`config.mk`:
```
export PLATFORM = sky130hd
export DESIGN_NAME = distance_vector_route_table
export DESIGN_NICKNAME = d
export VERILOG_FILES = /design/src/sv/dvrt_pkg.sv /design/src/sv/dvrt_ram.sv /design/src/sv/distance_vector_route_table.sv
export SDC_FILE = /design/constraint.sdc
export NUM_CORES = 1
export LEC_CHECK = 0
export BUFFER_PORTS_ARGS = -buffer_cell sky130_fd_sc_hd__buf_4
export CORE_MARGIN = 2
export CORE_UTILIZATION = 56
export DETAILED_ROUTE_END_ITERATION = 10
export GPL_TIMING_DRIVEN = 0
export HOLD_SLACK_MARGIN = 0.06
export PLACE_DENSITY_LB_ADDON = 0.05
export SYNTH_ARGS = -nofsm -noshare
export SYNTH_HDL_FRONTEND = slang
export SYNTH_SLANG_ARGS = --single-unit
```
`constraint.sdc`:
```
create_clock -name clk -period 4.5 [get_ports clk]
set_input_delay 0.9 -clock clk [delete_from_list [all_inputs] [get_ports clk]]
set_output_delay 0.9 -clock clk [all_outputs]
set_load 0.005 [all_outputs]
```
`src/sv/dvrt_pkg.sv`:
```
// Shared types, codes and constants of the distance-vector route table.
package dvrt_pkg;

    localparam int NODE_W            = 4;
    localparam int NODE_SPACE        = 2 ** NODE_W;
    localparam int FIELD_COST_W      = 8;
    localparam int DEF_MAX_NODES     = 16;
    localparam int DEF_COST_INFINITY = 255;

    typedef enum logic [2:0] {
        OP_VECTOR    = 3'd0,
        OP_DATA      = 3'd1,
        OP_ADD       = 3'd2,
        OP_REMOVE    = 3'd3,
        OP_ADVERTISE = 3'd4
    } op_t;

    typedef enum logic [2:0] {
        ST_DONE      = 3'd0,
        ST_FORWARD   = 3'd1,
        ST_DELIVERED = 3'd2,
        ST_NO_ROUTE  = 3'd3,
        ST_REJECTED  = 3'd4
    } status_t;

    typedef enum logic [3:0] {
        S_IDLE,
        S_DECODE,
        S_VEC_TGT,
        S_VEC_UPD,
        S_DATA,
        S_RM_RD,
        S_RM_WR,
        S_RM_END,
        S_ADV_RD,
        S_ADV,
        S_ADV_END
    } state_t;

    typedef struct packed {
        logic [2:0]              operation;
        logic [NODE_W-1:0]       peer_node;
        logic [NODE_W-1:0]       target_node;
        logic [FIELD_COST_W-1:0] entry_cost;
        logic                    last_entry;
    } req_t;

    typedef struct packed {
        status_t                 status;
        logic [NODE_W-1:0]       forward_hop;
        logic                    table_changed;
        logic                    adv_valid;
        logic [NODE_W-1:0]       adv_dest;
        logic [FIELD_COST_W-1:0] adv_cost;
        logic                    last_result;
    } rsp_t;

endpackage

```
`src/sv/dvrt_ram.sv`:
```
// Generic simple dual-port RAM with one write port and a registered read port.
module dvrt_ram #(
    parameter int WIDTH = 8,
    parameter int DEPTH = 16
) (
    input  logic                     clk,
    input  logic                     we,
    input  logic [$clog2(DEPTH)-1:0] waddr,
    input  logic [WIDTH-1:0]         wdata,
    input  logic [$clog2(DEPTH)-1:0] raddr,
    output logic [WIDTH-1:0]         rdata
);

    logic [WIDTH-1:0] mem [DEPTH];
    logic [WIDTH-1:0] rdata_reg;

    always_ff @(posedge clk)
    begin
        if (we)
        begin
            mem[waddr] <= wdata;
        end
        rdata_reg <= mem[raddr];
    end

    assign rdata = rdata_reg;

endmodule

```
`src/sv/distance_vector_route_table.sv`:
```
// Top level of the distance-vector route table: sequencer, valid bits and result register.
//
//   channel | direction | handshake             | payload
//   --------+-----------+-----------------------+------------------------------
//   request | in        | req_valid / req_ready | req (req_t)
//   result  | out       | rsp_valid / rsp_ready | rsp (rsp_t)
//   config  | in        | cfg_we                | cfg_wdata (own node)
//
// Remove and advertise walk all N = min(MAX_NODES, 16) table entries, each read before
// it is acted on; one RAM read port paces every walk.
// A new word is taken only once the sequencer is back in idle.
// Reset clears the route valid bits and the neighbor set at once; cost/hop RAM is not cleared.
// A full result register holds the sequencer wherever it has a word to hand over.
module distance_vector_route_table
    import dvrt_pkg::*;
#(
    parameter int MAX_NODES     = DEF_MAX_NODES,
    parameter int COST_INFINITY = DEF_COST_INFINITY
) (
    input  logic              clk,
    input  logic              rst_n,
    input  logic              req_valid,
    output logic              req_ready,
    input  req_t              req,
    output logic              rsp_valid,
    input  logic              rsp_ready,
    output rsp_t              rsp,
    input  logic              cfg_we,
    input  logic [NODE_W-1:0] cfg_wdata
);

    localparam int TABLE_SIZE = (MAX_NODES < NODE_SPACE) ? MAX_NODES : NODE_SPACE;
    localparam int IDX_W      = $clog2(TABLE_SIZE);
    localparam int COST_W     = $clog2(COST_INFINITY + 1);
    localparam int SUM_W      = COST_W + FIELD_COST_W;
    localparam int RAM_W      = NODE_W + COST_W;

    localparam logic [COST_W-1:0] INF      = COST_W'(COST_INFINITY);
    localparam logic [IDX_W-1:0]  LAST_IDX = IDX_W'(TABLE_SIZE - 1);

    state_t                  state_reg, state_next;
    req_t                    item_reg, item_next;
    logic [NODE_W-1:0]       own_node_reg;
    logic [TABLE_SIZE-1:0]   route_present_reg, route_present_next;
    logic [TABLE_SIZE-1:0]   neighbor_present_reg, neighbor_present_next;
    logic                    packet_changed_reg, packet_changed_next;
    logic [COST_W-1:0]       peer_cost_reg, peer_cost_next;
    logic [IDX_W-1:0]        cnt_reg, cnt_next;
    logic                    rm_changed_reg, rm_changed_next;
    logic                    pend_valid_reg, pend_valid_next;
    logic [NODE_W-1:0]       pend_dest_reg, pend_dest_next;
    logic [COST_W-1:0]       pend_cost_reg, pend_cost_next;
    logic                    rsp_valid_reg, rsp_valid_next;
    rsp_t                    rsp_reg, rsp_next;

    logic                    ram_we;
    logic [IDX_W-1:0]        ram_waddr;
    logic [RAM_W-1:0]        ram_wdata;
    logic [IDX_W-1:0]        ram_raddr;
    logic [RAM_W-1:0]        ram_rdata;
    logic [COST_W-1:0]       rd_cost;
    logic [NODE_W-1:0]       rd_hop;

    logic                    slot_free;
    logic                    peer_in;
    logic                    tgt_in;
    logic [IDX_W-1:0]        peer_idx;
    logic [IDX_W-1:0]        tgt_idx;
    logic [COST_W-1:0]       cost_c;
    logic                    tgt_present;
    logic [COST_W-1:0]       tgt_cost;
    logic [SUM_W-1:0]        sum_full;
    logic [COST_W-1:0]       sum_sat;
    logic                    replace;
    logic                    present_after;
    logic [NODE_W-1:0]       hop_after;
    logic                    poison;
    logic                    vec_chg;
    logic [COST_W-1:0]       vec_cost;
    logic                    adv_qual;
    logic                    emit;
    rsp_t                    emit_word;

    dvrt_ram #(
        .WIDTH (RAM_W),
        .DEPTH (TABLE_SIZE)
    ) u_route_ram (
        .clk   (clk),
        .we    (ram_we),
        .waddr (ram_waddr),
        .wdata (ram_wdata),
        .raddr (ram_raddr),
        .rdata (ram_rdata)
    );

    assign rd_cost  = ram_rdata[COST_W-1:0];
    assign rd_hop   = ram_rdata[COST_W +: NODE_W];

    assign req_ready = (state_reg == S_IDLE);
    assign rsp_valid = rsp_valid_reg;
    assign rsp       = rsp_reg;
    assign slot_free = !rsp_valid_reg || rsp_ready;

    assign peer_in  = {1'b0, item_reg.peer_node} < (NODE_W + 1)'(TABLE_SIZE);
    assign tgt_in   = {1'b0, item_reg.target_node} < (NODE_W + 1)'(TABLE_SIZE);
    assign peer_idx = item_reg.peer_node[IDX_W-1:0];
    assign tgt_idx  = item_reg.target_node[IDX_W-1:0];

    // clamp an advertised cost above infinity
    assign cost_c = (SUM_W'(item_reg.entry_cost) > SUM_W'(INF)) ?
                    INF : COST_W'(item_reg.entry_cost);

    // relaxation through the sender, then poisoning when the sender is the next hop
    assign tgt_present   = tgt_in && route_present_reg[tgt_idx];
    assign tgt_cost      = tgt_present ? rd_cost : INF;
    assign sum_full      = SUM_W'(cost_c) + SUM_W'(peer_cost_reg);
    assign sum_sat       = (sum_full > SUM_W'(INF)) ? INF : COST_W'(sum_full);
    assign replace       = sum_sat < tgt_cost;
    assign present_after = tgt_present || replace;
    assign hop_after     = replace ? item_reg.peer_node : rd_hop;
    assign poison        = (cost_c == INF) && present_after && (hop_after == item_reg.peer_node);
    assign vec_chg       = replace || poison;
    assign vec_cost      = poison ? INF : sum_sat;

    // split horizon: skip routes through the target and the route to the target
    assign adv_qual = route_present_reg[cnt_reg] && (rd_hop != item_reg.peer_node) &&
                      (NODE_W'(cnt_reg) != item_reg.peer_node);

    always_ff @(posedge clk or negedge rst_n)
    begin
        if (!rst_n)
        begin
            state_reg            <= S_IDLE;
            own_node_reg         <= '0;
            route_present_reg    <= '0;
            neighbor_present_reg <= '0;
            packet_changed_reg   <= 1'b0;
            cnt_reg              <= '0;
            rm_changed_reg       <= 1'b0;
            pend_valid_reg       <= 1'b0;
            rsp_valid_reg        <= 1'b0;
        end
        else
        begin
            state_reg            <= state_next;
            route_present_reg    <= route_present_next;
            neighbor_present_reg <= neighbor_present_next;
            packet_changed_reg   <= packet_changed_next;
            cnt_reg              <= cnt_next;
            rm_changed_reg       <= rm_changed_next;
            pend_valid_reg       <= pend_valid_next;
            rsp_valid_reg        <= rsp_valid_next;
            if (cfg_we)
            begin
                own_node_reg <= cfg_wdata;
            end
        end
    end

    always_ff @(posedge clk)
    begin
        item_reg      <= item_next;
        peer_cost_reg <= peer_cost_next;
        pend_dest_reg <= pend_dest_next;
        pend_cost_reg <= pend_cost_next;
        rsp_reg       <= rsp_next;
    end

    always_comb
    begin
        state_next            = state_reg;
        item_next             = item_reg;
        route_present_next    = route_present_reg;
        neighbor_present_next = neighbor_present_reg;
        packet_changed_next   = packet_changed_reg;
        peer_cost_next        = peer_cost_reg;
        cnt_next              = cnt_reg;
        rm_changed_next       = rm_changed_reg;
        pend_valid_next       = pend_valid_reg;
        pend_dest_next        = pend_dest_reg;
        pend_cost_next        = pend_cost_reg;
        rsp_valid_next        = rsp_valid_reg && !rsp_ready;
        rsp_next              = rsp_reg;

        ram_we    = 1'b0;
        ram_waddr = tgt_idx;
        ram_wdata = {item_reg.peer_node, vec_cost};
        ram_raddr = tgt_idx;

        emit                    = 1'b0;
        emit_word               = '0;
        emit_word.status        = ST_DONE;
        emit_word.last_result   = 1'b1;

        unique case (state_reg)
            S_IDLE:
            begin
                if (req_valid)
                begin
                    item_next  = req;
                    state_next = S_DECODE;
                end
            end

            S_DECODE:
            begin
                ram_raddr = (item_reg.operation == OP_VECTOR) ? peer_idx : tgt_idx;
                unique case (item_reg.operation)
                    OP_VECTOR:
                    begin
                        if (tgt_in)
                        begin
                            state_next = S_VEC_TGT;
                        end
                        else if (slot_free)
                        begin
                            emit                    = 1'b1;
                            emit_word.table_changed = item_reg.last_entry && packet_changed_reg;
                            if (item_reg.last_entry)
                            begin
                                packet_changed_next = 1'b0;
                            end
                            state_next = S_IDLE;
                        end
                    end

                    OP_DATA:
                    begin
                        if (item_reg.target_node == own_node_reg)
                        begin
                            if (slot_free)
                            begin
                                emit             = 1'b1;
                                emit_word.status = ST_DELIVERED;
                                state_next       = S_IDLE;
                            end
                        end
                        else if (tgt_present)
                        begin
                            state_next = S_DATA;
                        end
                        else if (slot_free)
                        begin
                            emit             = 1'b1;
                            emit_word.status = ST_NO_ROUTE;
                            state_next       = S_IDLE;
                        end
                    end

                    OP_ADD:
                    begin
                        if (slot_free)
                        begin
                            emit       = 1'b1;
                            state_next = S_IDLE;
                            if (!peer_in || neighbor_present_reg[peer_idx])
                            begin
                                emit_word.status = ST_REJECTED;
                            end
                            else
                            begin
                                neighbor_present_next[peer_idx] = 1'b1;
                                route_present_next[peer_idx]    = 1'b1;
                                ram_we    = 1'b1;
                                ram_waddr = peer_idx;
                                ram_wdata = {item_reg.peer_node, cost_c};
                            end
                        end
                    end

                    OP_REMOVE:
                    begin
                        if (!peer_in || !neighbor_present_reg[peer_idx])
                        begin
                            if (slot_free)
                            begin
                                emit             = 1'b1;
                                emit_word.status = ST_REJECTED;
                                state_next       = S_IDLE;
                            end
                        end
                        else
                        begin
                            neighbor_present_next[peer_idx] = 1'b0;
                            cnt_next        = '0;
                            rm_changed_next = 1'b0;
                            state_next      = S_RM_RD;
                        end
                    end

                    OP_ADVERTISE:
                    begin
                        cnt_next        = '0;
                        pend_valid_next = 1'b0;
                        state_next      = S_ADV_RD;
                    end

                    default:
                    begin
                        if (slot_free)
                        begin
                            emit             = 1'b1;
                            emit_word.status = ST_REJECTED;
                            state_next       = S_IDLE;
                        end
                    end
                endcase
            end

            S_VEC_TGT:
            begin
                // read data holds the sender's entry
                peer_cost_next = (peer_in && route_present_reg[peer_idx]) ? rd_cost : INF;
                state_next     = S_VEC_UPD;
            end

            S_VEC_UPD:
            begin
                if (slot_free)
                begin
                    if (vec_chg)
                    begin
                        ram_we                      = 1'b1;
                        route_present_next[tgt_idx] = 1'b1;
                    end
                    emit                    = 1'b1;
                    emit_word.table_changed = item_reg.last_entry &&
                                              (packet_changed_reg || vec_chg);
                    packet_changed_next     = !item_reg.last_entry &&
                                              (packet_changed_reg || vec_chg);
                    state_next              = S_IDLE;
                end
            end

            S_DATA:
            begin
                if (slot_free)
                begin
                    emit       = 1'b1;
                    state_next = S_IDLE;
                    if (rd_cost < INF)
                    begin
                        emit_word.status      = ST_FORWARD;
                        emit_word.forward_hop = rd_hop;
                    end
                    else
                    begin
                        emit_word.status = ST_NO_ROUTE;
                    end
                end
            end

            S_RM_RD:
            begin
                ram_raddr  = cnt_reg;
                state_next = S_RM_WR;
            end

            S_RM_WR:
            begin
                ram_raddr = cnt_reg;
                if (route_present_reg[cnt_reg] && (rd_hop == item_reg.peer_node))
                begin
                    ram_we          = 1'b1;
                    ram_waddr       = cnt_reg;
                    ram_wdata       = {rd_hop, INF};
                    rm_changed_next = 1'b1;
                end
                if (cnt_reg == LAST_IDX)
                begin
                    state_next = S_RM_END;
                end
                else
                begin
                    cnt_next   = cnt_reg + IDX_W'(1);
                    state_next = S_RM_RD;
                end
            end

            S_RM_END:
            begin
                if (slot_free)
                begin
                    emit                    = 1'b1;
                    emit_word.table_changed = rm_changed_reg;
                    state_next              = S_IDLE;
                end
            end

            S_ADV_RD:
            begin
                ram_raddr  = cnt_reg;
                state_next = S_ADV;
            end

            S_ADV:
            begin
                ram_raddr = cnt_reg;
                // hold the pair found last until the next one shows it is not final
                if (!(adv_qual && pend_valid_reg && !slot_free))
                begin
                    if (adv_qual)
                    begin
                        if (pend_valid_reg)
                        begin
                            emit                  = 1'b1;
                            emit_word.adv_valid   = 1'b1;
                            emit_word.adv_dest    = pend_dest_reg;
                            emit_word.adv_cost    = FIELD_COST_W'(pend_cost_reg);
                            emit_word.last_result = 1'b0;
                        end
                        pend_valid_next = 1'b1;
                        pend_dest_next  = NODE_W'(cnt_reg);
                        pend_cost_next  = rd_cost;
                    end
                    if (cnt_reg == LAST_IDX)
                    begin
                        state_next = S_ADV_END;
                    end
                    else
                    begin
                        cnt_next   = cnt_reg + IDX_W'(1);
                        state_next = S_ADV_RD;
                    end
                end
            end

            S_ADV_END:
            begin
                if (slot_free)
                begin
                    emit = 1'b1;
                    if (pend_valid_reg)
                    begin
                        emit_word.adv_valid = 1'b1;
                        emit_word.adv_dest  = pend_dest_reg;
                        emit_word.adv_cost  = FIELD_COST_W'(pend_cost_reg);
                    end
                    pend_valid_next = 1'b0;
                    state_next      = S_IDLE;
                end
            end

            default:
            begin
                state_next = S_IDLE;
            end
        endcase

        if (emit)
        begin
            rsp_next       = emit_word;
            rsp_valid_next = 1'b1;
        end
    end

    // routes are never dropped from the table, only poisoned
    a_route_kept: assert property (@(posedge clk) disable iff (!rst_n)
        1'b1 |=> ((route_present_reg & $past(route_present_reg)) == $past(route_present_reg)))
        else $error("route valid bit cleared");

    // a neighbor leaves the set only through a removal
    a_neighbor_removal: assert property (@(posedge clk) disable iff (!rst_n)
        1'b1 |=> ((($past(neighbor_present_reg) & ~neighbor_present_reg) == '0) ||
                  $past((state_reg == S_DECODE) && (item_reg.operation == OP_REMOVE))))
        else $error("neighbor dropped outside a removal");

    // a word that is not the final one leaves the sequencer busy
    a_more_results: assert property (@(posedge clk) disable iff (!rst_n)
        (rsp_valid && rsp_ready && !rsp.last_result) |-> (state_reg != S_IDLE))
        else $error("sequencer idle with results still owed");

    // no advertisement pair is held across items
    a_no_stale_pair: assert property (@(posedge clk) disable iff (!rst_n)
        req_ready |-> !pend_valid_reg)
        else $error("pending pair left at idle");

endmodule

```
==> summary.txt, run 1 <==
Clock tree
  • Clock tree buffer depth: 3
  • Clk pin slew, worst setup/hold paths: approximately 60 ps
  • Root buffer cell: clkbuf_16
  • # clock sinks: about 310
  • Clock latency on the worst-skew pair: slightly below 600 ps
  • Cts bufs inserted: 31
  • CTS tree: done
  • Htree depth: 1

Pwr
  • Leak pwr: between 6 and 7 nW
  • Peak VDD IR: 0.000382 V
  • Tot Pwr: approximately 11 mW
  • Pwr/cell area: ~630 nW/um^2

STA
  • FMAX: around 230 MHz
  • Worst slew pin tran: around 1300 ps
  • Final clock skew: between 15 and 20 ps
  • Setup violations, final: 0
  • Hold slack: about 350 ps
  • Period minus WS final: 4270 ps
  • Pins Over Slew Limit: 0
  • Final setup TNS: 0 ps
  • Final Cycle Share: between 90% and 100%
  • Slew headroom: between 10 and 15%
  • Fin. Hold Viols: 0
  • RSZ-0062 raised after global routing: true

Run status
  • Outcome: finished, final reports clean

Synthesis
  • Net Count, Synth: 1120
  • Leading post-synthesis cells by cell area: edfxtp_1 (53%), dfrtp_1 (8.4%), mux2i_1 (5.4%)
  • Post-synthesis sequential area ratio: between 60% and 70%
  • Top cells by count, synth: edfxtp_1 (254), nand2_1 (90), mux2i_1 (78)
  • Library cells used by synthesis: 71
  • Avg Cell Area, Syn: ~13 um^2
  • Top cell type's share of synthesized area: ~53%
  • Post-synth ARST share: between 10% and 20%
  • Seq cells post-synth: 314
  • Most frequent cell after synthesis: edfxtp_1
  • Post-synth EDFFs: between 200 and 300
  • Post-Syn Area: about 14000 um^2
  • Synth area leader: edfxtp_1
  • Synth Instances: 1074
  • Top FF cell, synth: edfxtp_1
  • Ys Warns: 0

Global routing
  • First-pass GRT wire length: approximately 53000 um
  • Largest net degree at the start of global routing: 49
  • Antenna violations before repair: 0
  • GRT Util Overall: approximately a quarter
  • Number of global-route vias before repair: ~8900
  • Total grt overflow: 0

Setup path
  • Crit path max fanout: 10
  • Critical path class: flip-flop to flip-flop
  • Critical path's slowest cell: a211o_4
  • Crit path required time: about 4900 ps
  • Arrival time worst endpoint: 4710 ps
  • Crit-path cells: buf_2, mux2_2, a32o_1, a2111oi_4, or2_4, nor2_1, ha_1, nand2_1, o21ai_0, a2111oi_2, o31a_1, a211o_4, a21oi_2, clkbuf_1, o21bai_1
  • Setup crit end kind: flip-flop
  • Crit-path leading delay family: compound AO/OA/AOI/OAI gates
  • Startpoint types: flip-flop
  • Largest stage delay, worst path: ~400 ps
  • WP buf/inv: 2

Run
  • Maxcap violations: 0

Finish
  • Layout cells sized above 1: between 10% and 20%
  • Max reg flops: roughly 190
  • ANT cells: 0
  • Area Growth Syn to Fin: 16.8%
  • Fin util: between 60% and 70%
  • Nets@finish: around 1200

Detailed routing
  • Routed vias: 9405
  • Post-DR wirelength/cell: ~23 um
  • Initial drt markers: between 900 and 1000
  • DR pass1 iterations: 5
  • Final ANT Viol Nets: 0
  • Post-route DRC: 0
  • Vias/cell: between 6 and 7
  • Overall routed net length: between 30000 and 40000 um

Placed design
  • Port Buffers: between 50 and 60
  • Dpl hpwl: 23800 um
  • Gpl congestion: ~0.93

Floorplan
  • Core outline area: 25200 um^2
  • Initial Utilization: 57.0%
  • Die W: around 160 um
  • Rows: 58
  • Full die area: 26900 um^2
  • Die Ht: ~160 um
  • Io pins: 53

Worst hold path
  • Hold WC Path Type: input port to asynchronous set/reset pin
worst reg2reg max path, delay by kind of cell, from the launching register on:
kind / cells / cell delay (ps)
compound gates: 8 / 2060
buf+inv: 2 / 670
mux: 1 / 390
simple gates: 3 / 390
fa+ha+maj: 1 / 320
flops: 1 / 310
final timing paths:
| kind | depth (start not counted) | to | startpoint | slack [ps] |
|---|---|---|---|---|
| hold / removal | 1 | route_present_reg[13]$_DFFE_PN0P_ | rst_n | 350 |
| min in group clk | 1 | packet_changed_reg$_DFFE_PN0P_ | item_reg[0]$_DFFE_PP_ | 450 |
| setup reg to reg | 15 | route_present_reg[5]$_DFFE_PN0P_ | tgt_idx[1]$_DFFE_PP_ | 230 |
| hold reg to reg | 1 | packet_changed_reg$_DFFE_PN0P_ | item_reg[0]$_DFFE_PP_ | 450 |
| setup / recovery | 15 | route_present_reg[5]$_DFFE_PN0P_ | tgt_idx[1]$_DFFE_PP_ | 230 |
| max in group asynchronous | 1 | packet_changed_reg$_DFFE_PN0P_ | rst_n | 3710 |
timing repair:
action                                  in CTS  in global routing
resized for setup                           24                 17
hold endpoints to repair                     0                  0
endpoints found under the setup margin     338                330
cloned                                       0                  1
pin swaps                                   19                  5
hold buffers                                 0                  0
buffers inserted                            24                  3
where the power goes:
group          switching [mW]  leakage, nW  internal, mW
clock                    1.07        0.498          1.49
sequential              0.237         3.01          3.72
combinational            2.59         2.63          1.53
logic make-up after synthesis:
| logic type | synth area share [%] |
|---|---|
| simple gates | 10.8 |
| mux | 10.3 |
| flops | 63.2 |
| fa+ha+maj | 1.53 |
| compound gates | 10.5 |
| xor+xnor | 1.10 |
| buf+inv | 2.55 |
final cells by class:
class / count / area, um^2
Clock buffer: 36 / 795
Inverter: 18 / 67.6
Fill cell: 1868 / 8420
Multi-Input combinational cell: 669 / 5200
Buffer: 70 / 289
Clock inverter: 22 / 218
Sequential cell: 314 / 9070
Timing Repair Buffer: 80 / 712
Tap cell: 330 / 413
cells in the final DEF (no fill, tap or decap), drive strengths merged, types with 5 or more instances in the layout:
cell,Yosys,routed
and2,40,40
nor2b,12,12
a41oi,5,5
edfxtp,254,254
nand4,7,7
nor3b,5,5
mux2,27,27
ha,16,16
clkinv,0,16
a21o,5,5
nor4,7,7
nor2,40,40
inv,18,19
dfrtp,48,48
buf,17,97
mux4,17,17
a31oi,37,37
a221o,16,16
nor3,66,66
a22o,13,13
a211oi,30,30
o21bai,16,16
clkbuf,56,89
o21ai,15,15
dfxtp,12,12
mux2i,78,78
a21oi,22,22
o32a,6,6
nand2,90,90
xor2,15,15
nand3,7,7
nand2b,17,17
metrics by stage:
stage / std cells / cell area [um^2] / setup slack (ps)
2_1_floorplan: 1074 / 14500 / -100
3_3_place_gp: 1456 / 15300 / -1670
3_5_place_dp: 1456 / 15300 / -1610
4_1_cts: 1535 / 16600 / 34.5
5_1_grt: 1539 / 16800 / -11.7
6_report: 1539 / 16800 / 233
metal layers:
metal	vias up	part of all wire, %	track usage [%]
met5	-	0	0
met4	0	3.7	8.25
met3	60	6.9	2.85
met2	362	47	42.1
met1	4616	43	37.6
li1	4367	-	-
Power figures use the tool's default switching activity.
==> run 2: changes to the inputs <==
CORE_UTILIZATION = 62   (was 56)
PLACE_DENSITY = 0.8   (was unset)
PLACE_DENSITY_LB_ADDON = unset   (was 0.05)
clock period = 4.3 ns   (was 4.5 ns; I/O delays follow)
==> summary.txt, run 2 (same netlist as run 1, synthesis figures left out) <==
Pwr
  • Tot Pwr: 11.8 mW (+11%)
  • Peak VDD IR: 0.000404 V (+5.5%)
  • Leak pwr: 6.39 nW (+4.1%)
  • Pwr/cell area: 686 nW/um^2 (+8.1%)

Global routing
  • Total grt overflow: 0 (unchanged)
  • First-pass GRT wire length: 55400 um (+5.0%)
  • Largest net degree at the start of global routing: 49 (unchanged)
  • GRT Util Overall: 30.3% (+4.2 points)
  • Antenna violations before repair: 0 (unchanged)
  • Number of global-route vias before repair: 9648 (+8.3%)

Finish
  • Most frequent cells in the layout: edfxtp_1 (254), nand2_1 (89), mux2i_1 (78)
  • ANT cells: 0 (unchanged)
  • Fillers: 1366 (-27%)
  • Fin cells: 1510 (-1.9%)
  • Most common cell after layout, fill and taps aside: edfxtp_1
  • Area Growth Syn to Fin: 19.8%
  • Layout cells sized above 1: 22.0% (+3.2 points)
  • Register Area: 9070 um^2 (unchanged)
  • Multi-input logic area: 5290 um^2 (+1.6%)
  • Max reg flops: 192 (unchanged)
  • Nets@finish: 1246 (+1.3%)

Setup path
  • Startpoint types: flip-flop
  • Setup crit end kind: flip-flop
  • Critical path class: flip-flop to flip-flop
  • Arrival time worst endpoint: 4470 ps (-240 ps)
  • Crit path required time: 4540 ps (-400 ps)
  • Crit path max fanout: 10 (unchanged)

Detailed routing
  • Overall routed net length: 37400 um (+7.9%)
  • Post-DR wirelength/cell: 24.8 um (+9.9%)
  • Met2 routed WL: 17700 um (+9.0%)
  • Metal-1 WL: 14700 um (about the same)
  • Routed vias: 9993 (+6.3%)
  • Post-route DRC: 0 (unchanged)
  • Initial drt markers: 1139 (+18%)
  • DR pass1 iterations: 8 (+3)
  • Max Used Layer: met4
  • Final ANT Viol Nets: 0 (unchanged)
  • Vias/cell: 6.62 (+8.3%)
  • WL met3: 3370 um (+41%)

Floorplan
  • Initial Utilization: 63.2% (+6.2 points)
  • Core outline area: 22700 um^2 (-9.8%)
  • Die Ht: 156 um (-4.8%)
  • Rows: 55 (-5.2%)
  • Full die area: 24400 um^2 (-9.4%)
  • Io pins: 53 (unchanged)
  • Die W: 156 um (-4.8%)

STA
  • Final Cycle Share: 98.4% (+3.5 points)
  • Final clock skew: 22.6 ps (+3.20 ps)
  • Setup violations, final: 0 (unchanged)
  • FMAX: 236 MHz (+0.89%)
  • Slew headroom: 14.9% (+1.1 points)
  • Worst slew pin tran: 1270 ps (+6.28 ps)
  • Hold slack: 341 ps (-3.78 ps)
  • Pins Over Slew Limit: 0 (unchanged)
  • Fin. Hold Viols: 0 (unchanged)
  • Period minus WS final: 4230 ps (-37.8 ps)
  • RSZ-0062 raised after global routing: true

Clock tree
  • Root buffer cell: clkbuf_16
  • Cts bufs inserted: 34 (+9.7%)
  • Htree depth: 2 (+1)
  • Clk pin slew, worst setup/hold paths: 60 ps (about the same)
  • CTS tree: done
  • Clock tree buffer depth: 3 (unchanged)
  • Clock latency on the worst-skew pair: 530 ps (-50 ps)
  • # clock sinks: 314 (unchanged)

Placed design
  • Placed Instances: 1411 (-3.1%)
  • Dpl hpwl: 24300 um (+2.2%)
  • Port Buffers: 52 (unchanged)
  • Gpl congestion: 0.953 (+2.8%)

Run status
  • Outcome: finished, final reports clean

Run
  • Maxcap violations: 0 (unchanged)

Worst hold path
  • Hold WC Path Type: input port to asynchronous set/reset pin
[run 2: cell count changes in the layout (fill, tap and decap cells not counted), sizes merged]
cell and delta:
buf +12, inv +1, clkinv -4, bufinv +1, clkinvlp -1, clkbuf +7
[run 2: layout make-up]
class / instances / area share [%]
buffer: 69 / 1.69
clock buffer: 42 / 5.36
clock inverter: 19 / 1.53
sequential: 314 / 52.7
tap: 285 / 2.07
multi-input combinational: 669 / 30.7
timing repair buffer: 94 / 5.51
inverter: 18 / 0.393
[run 2: final timing paths]
path / startpoint / endpoint / slack (ps) / depth (start not counted)
setup reg to reg: peer_idx[3]$_DFFE_PP_ / u_route_ram.mem[12][0]$_DFFE_PP_ / 70 / 9
min in group clk: cnt_reg[2]$_DFFE_PN0P_ / pend_dest_reg[2]$_DFFE_PP_ / 440 / 0
setup / recovery: peer_idx[3]$_DFFE_PP_ / u_route_ram.mem[12][0]$_DFFE_PP_ / 70 / 9
hold reg to reg: cnt_reg[2]$_DFFE_PN0P_ / pend_dest_reg[2]$_DFFE_PP_ / 440 / 0
hold / removal: rst_n / asynchronous set/reset pin / 340 / 1
max in group asynchronous: rst_n / cnt_reg[1]$_DFFE_PN0P_ / 3480 / 1
[run 2: through the flow]
stage | setup slack (ps) | utilization [%] | area, um^2 | setup TNS [ps]
6_report | 70.5 | 75.7 | 17200 | 0
3_3_place_gp | -910 | 67.4 | 15300 | -277690
2_1_floorplan | 0.204 | - | 14600 | 0
3_5_place_dp | -1020 | 67.4 | 15300 | -309560
4_1_cts | 13.6 | 74.5 | 16900 | 0
5_1_grt | -99.2 | 75.7 | 17200 | -8240
[run 2: critical path, stage by stage, from the launching register on]
cell and delay [ps]:
edfxtp_1 500, clkbuf_1 500, xor2_1 170, nor4_2 600
nand2_1 310, or3_1 420, nand3_1 380, nand2_1 430
nor3_4 390, clkbuf_16 230
[run 2: routing by layer]
metal / GRT usage, % / up-vias
met5: 0 / -
met4: 12.0 / 0
met3: 4.64 / 116
met2: 48.3 / 616
met1: 42.6 / 4874
li1: - / 4387
[run 2: where the power goes]
part | switching (mW) | internal, mW
logic | 2.92 | 1.68
registers | 0.238 | 3.90
clock network | 1.21 | 1.85
total | 4.37 | 7.43
[run 2: what timing repair did]
| action | CTS | global route |
|---|---|---|
| endpoints found under the setup margin | 337 | 341 |
| gates resized for setup | 16 | 31 |
| gates cloned | 0 | 1 |
| hold buffers | 0 | 0 |
| buffers inserted | 24 | 17 |
| pin swaps | 20 | 8 |
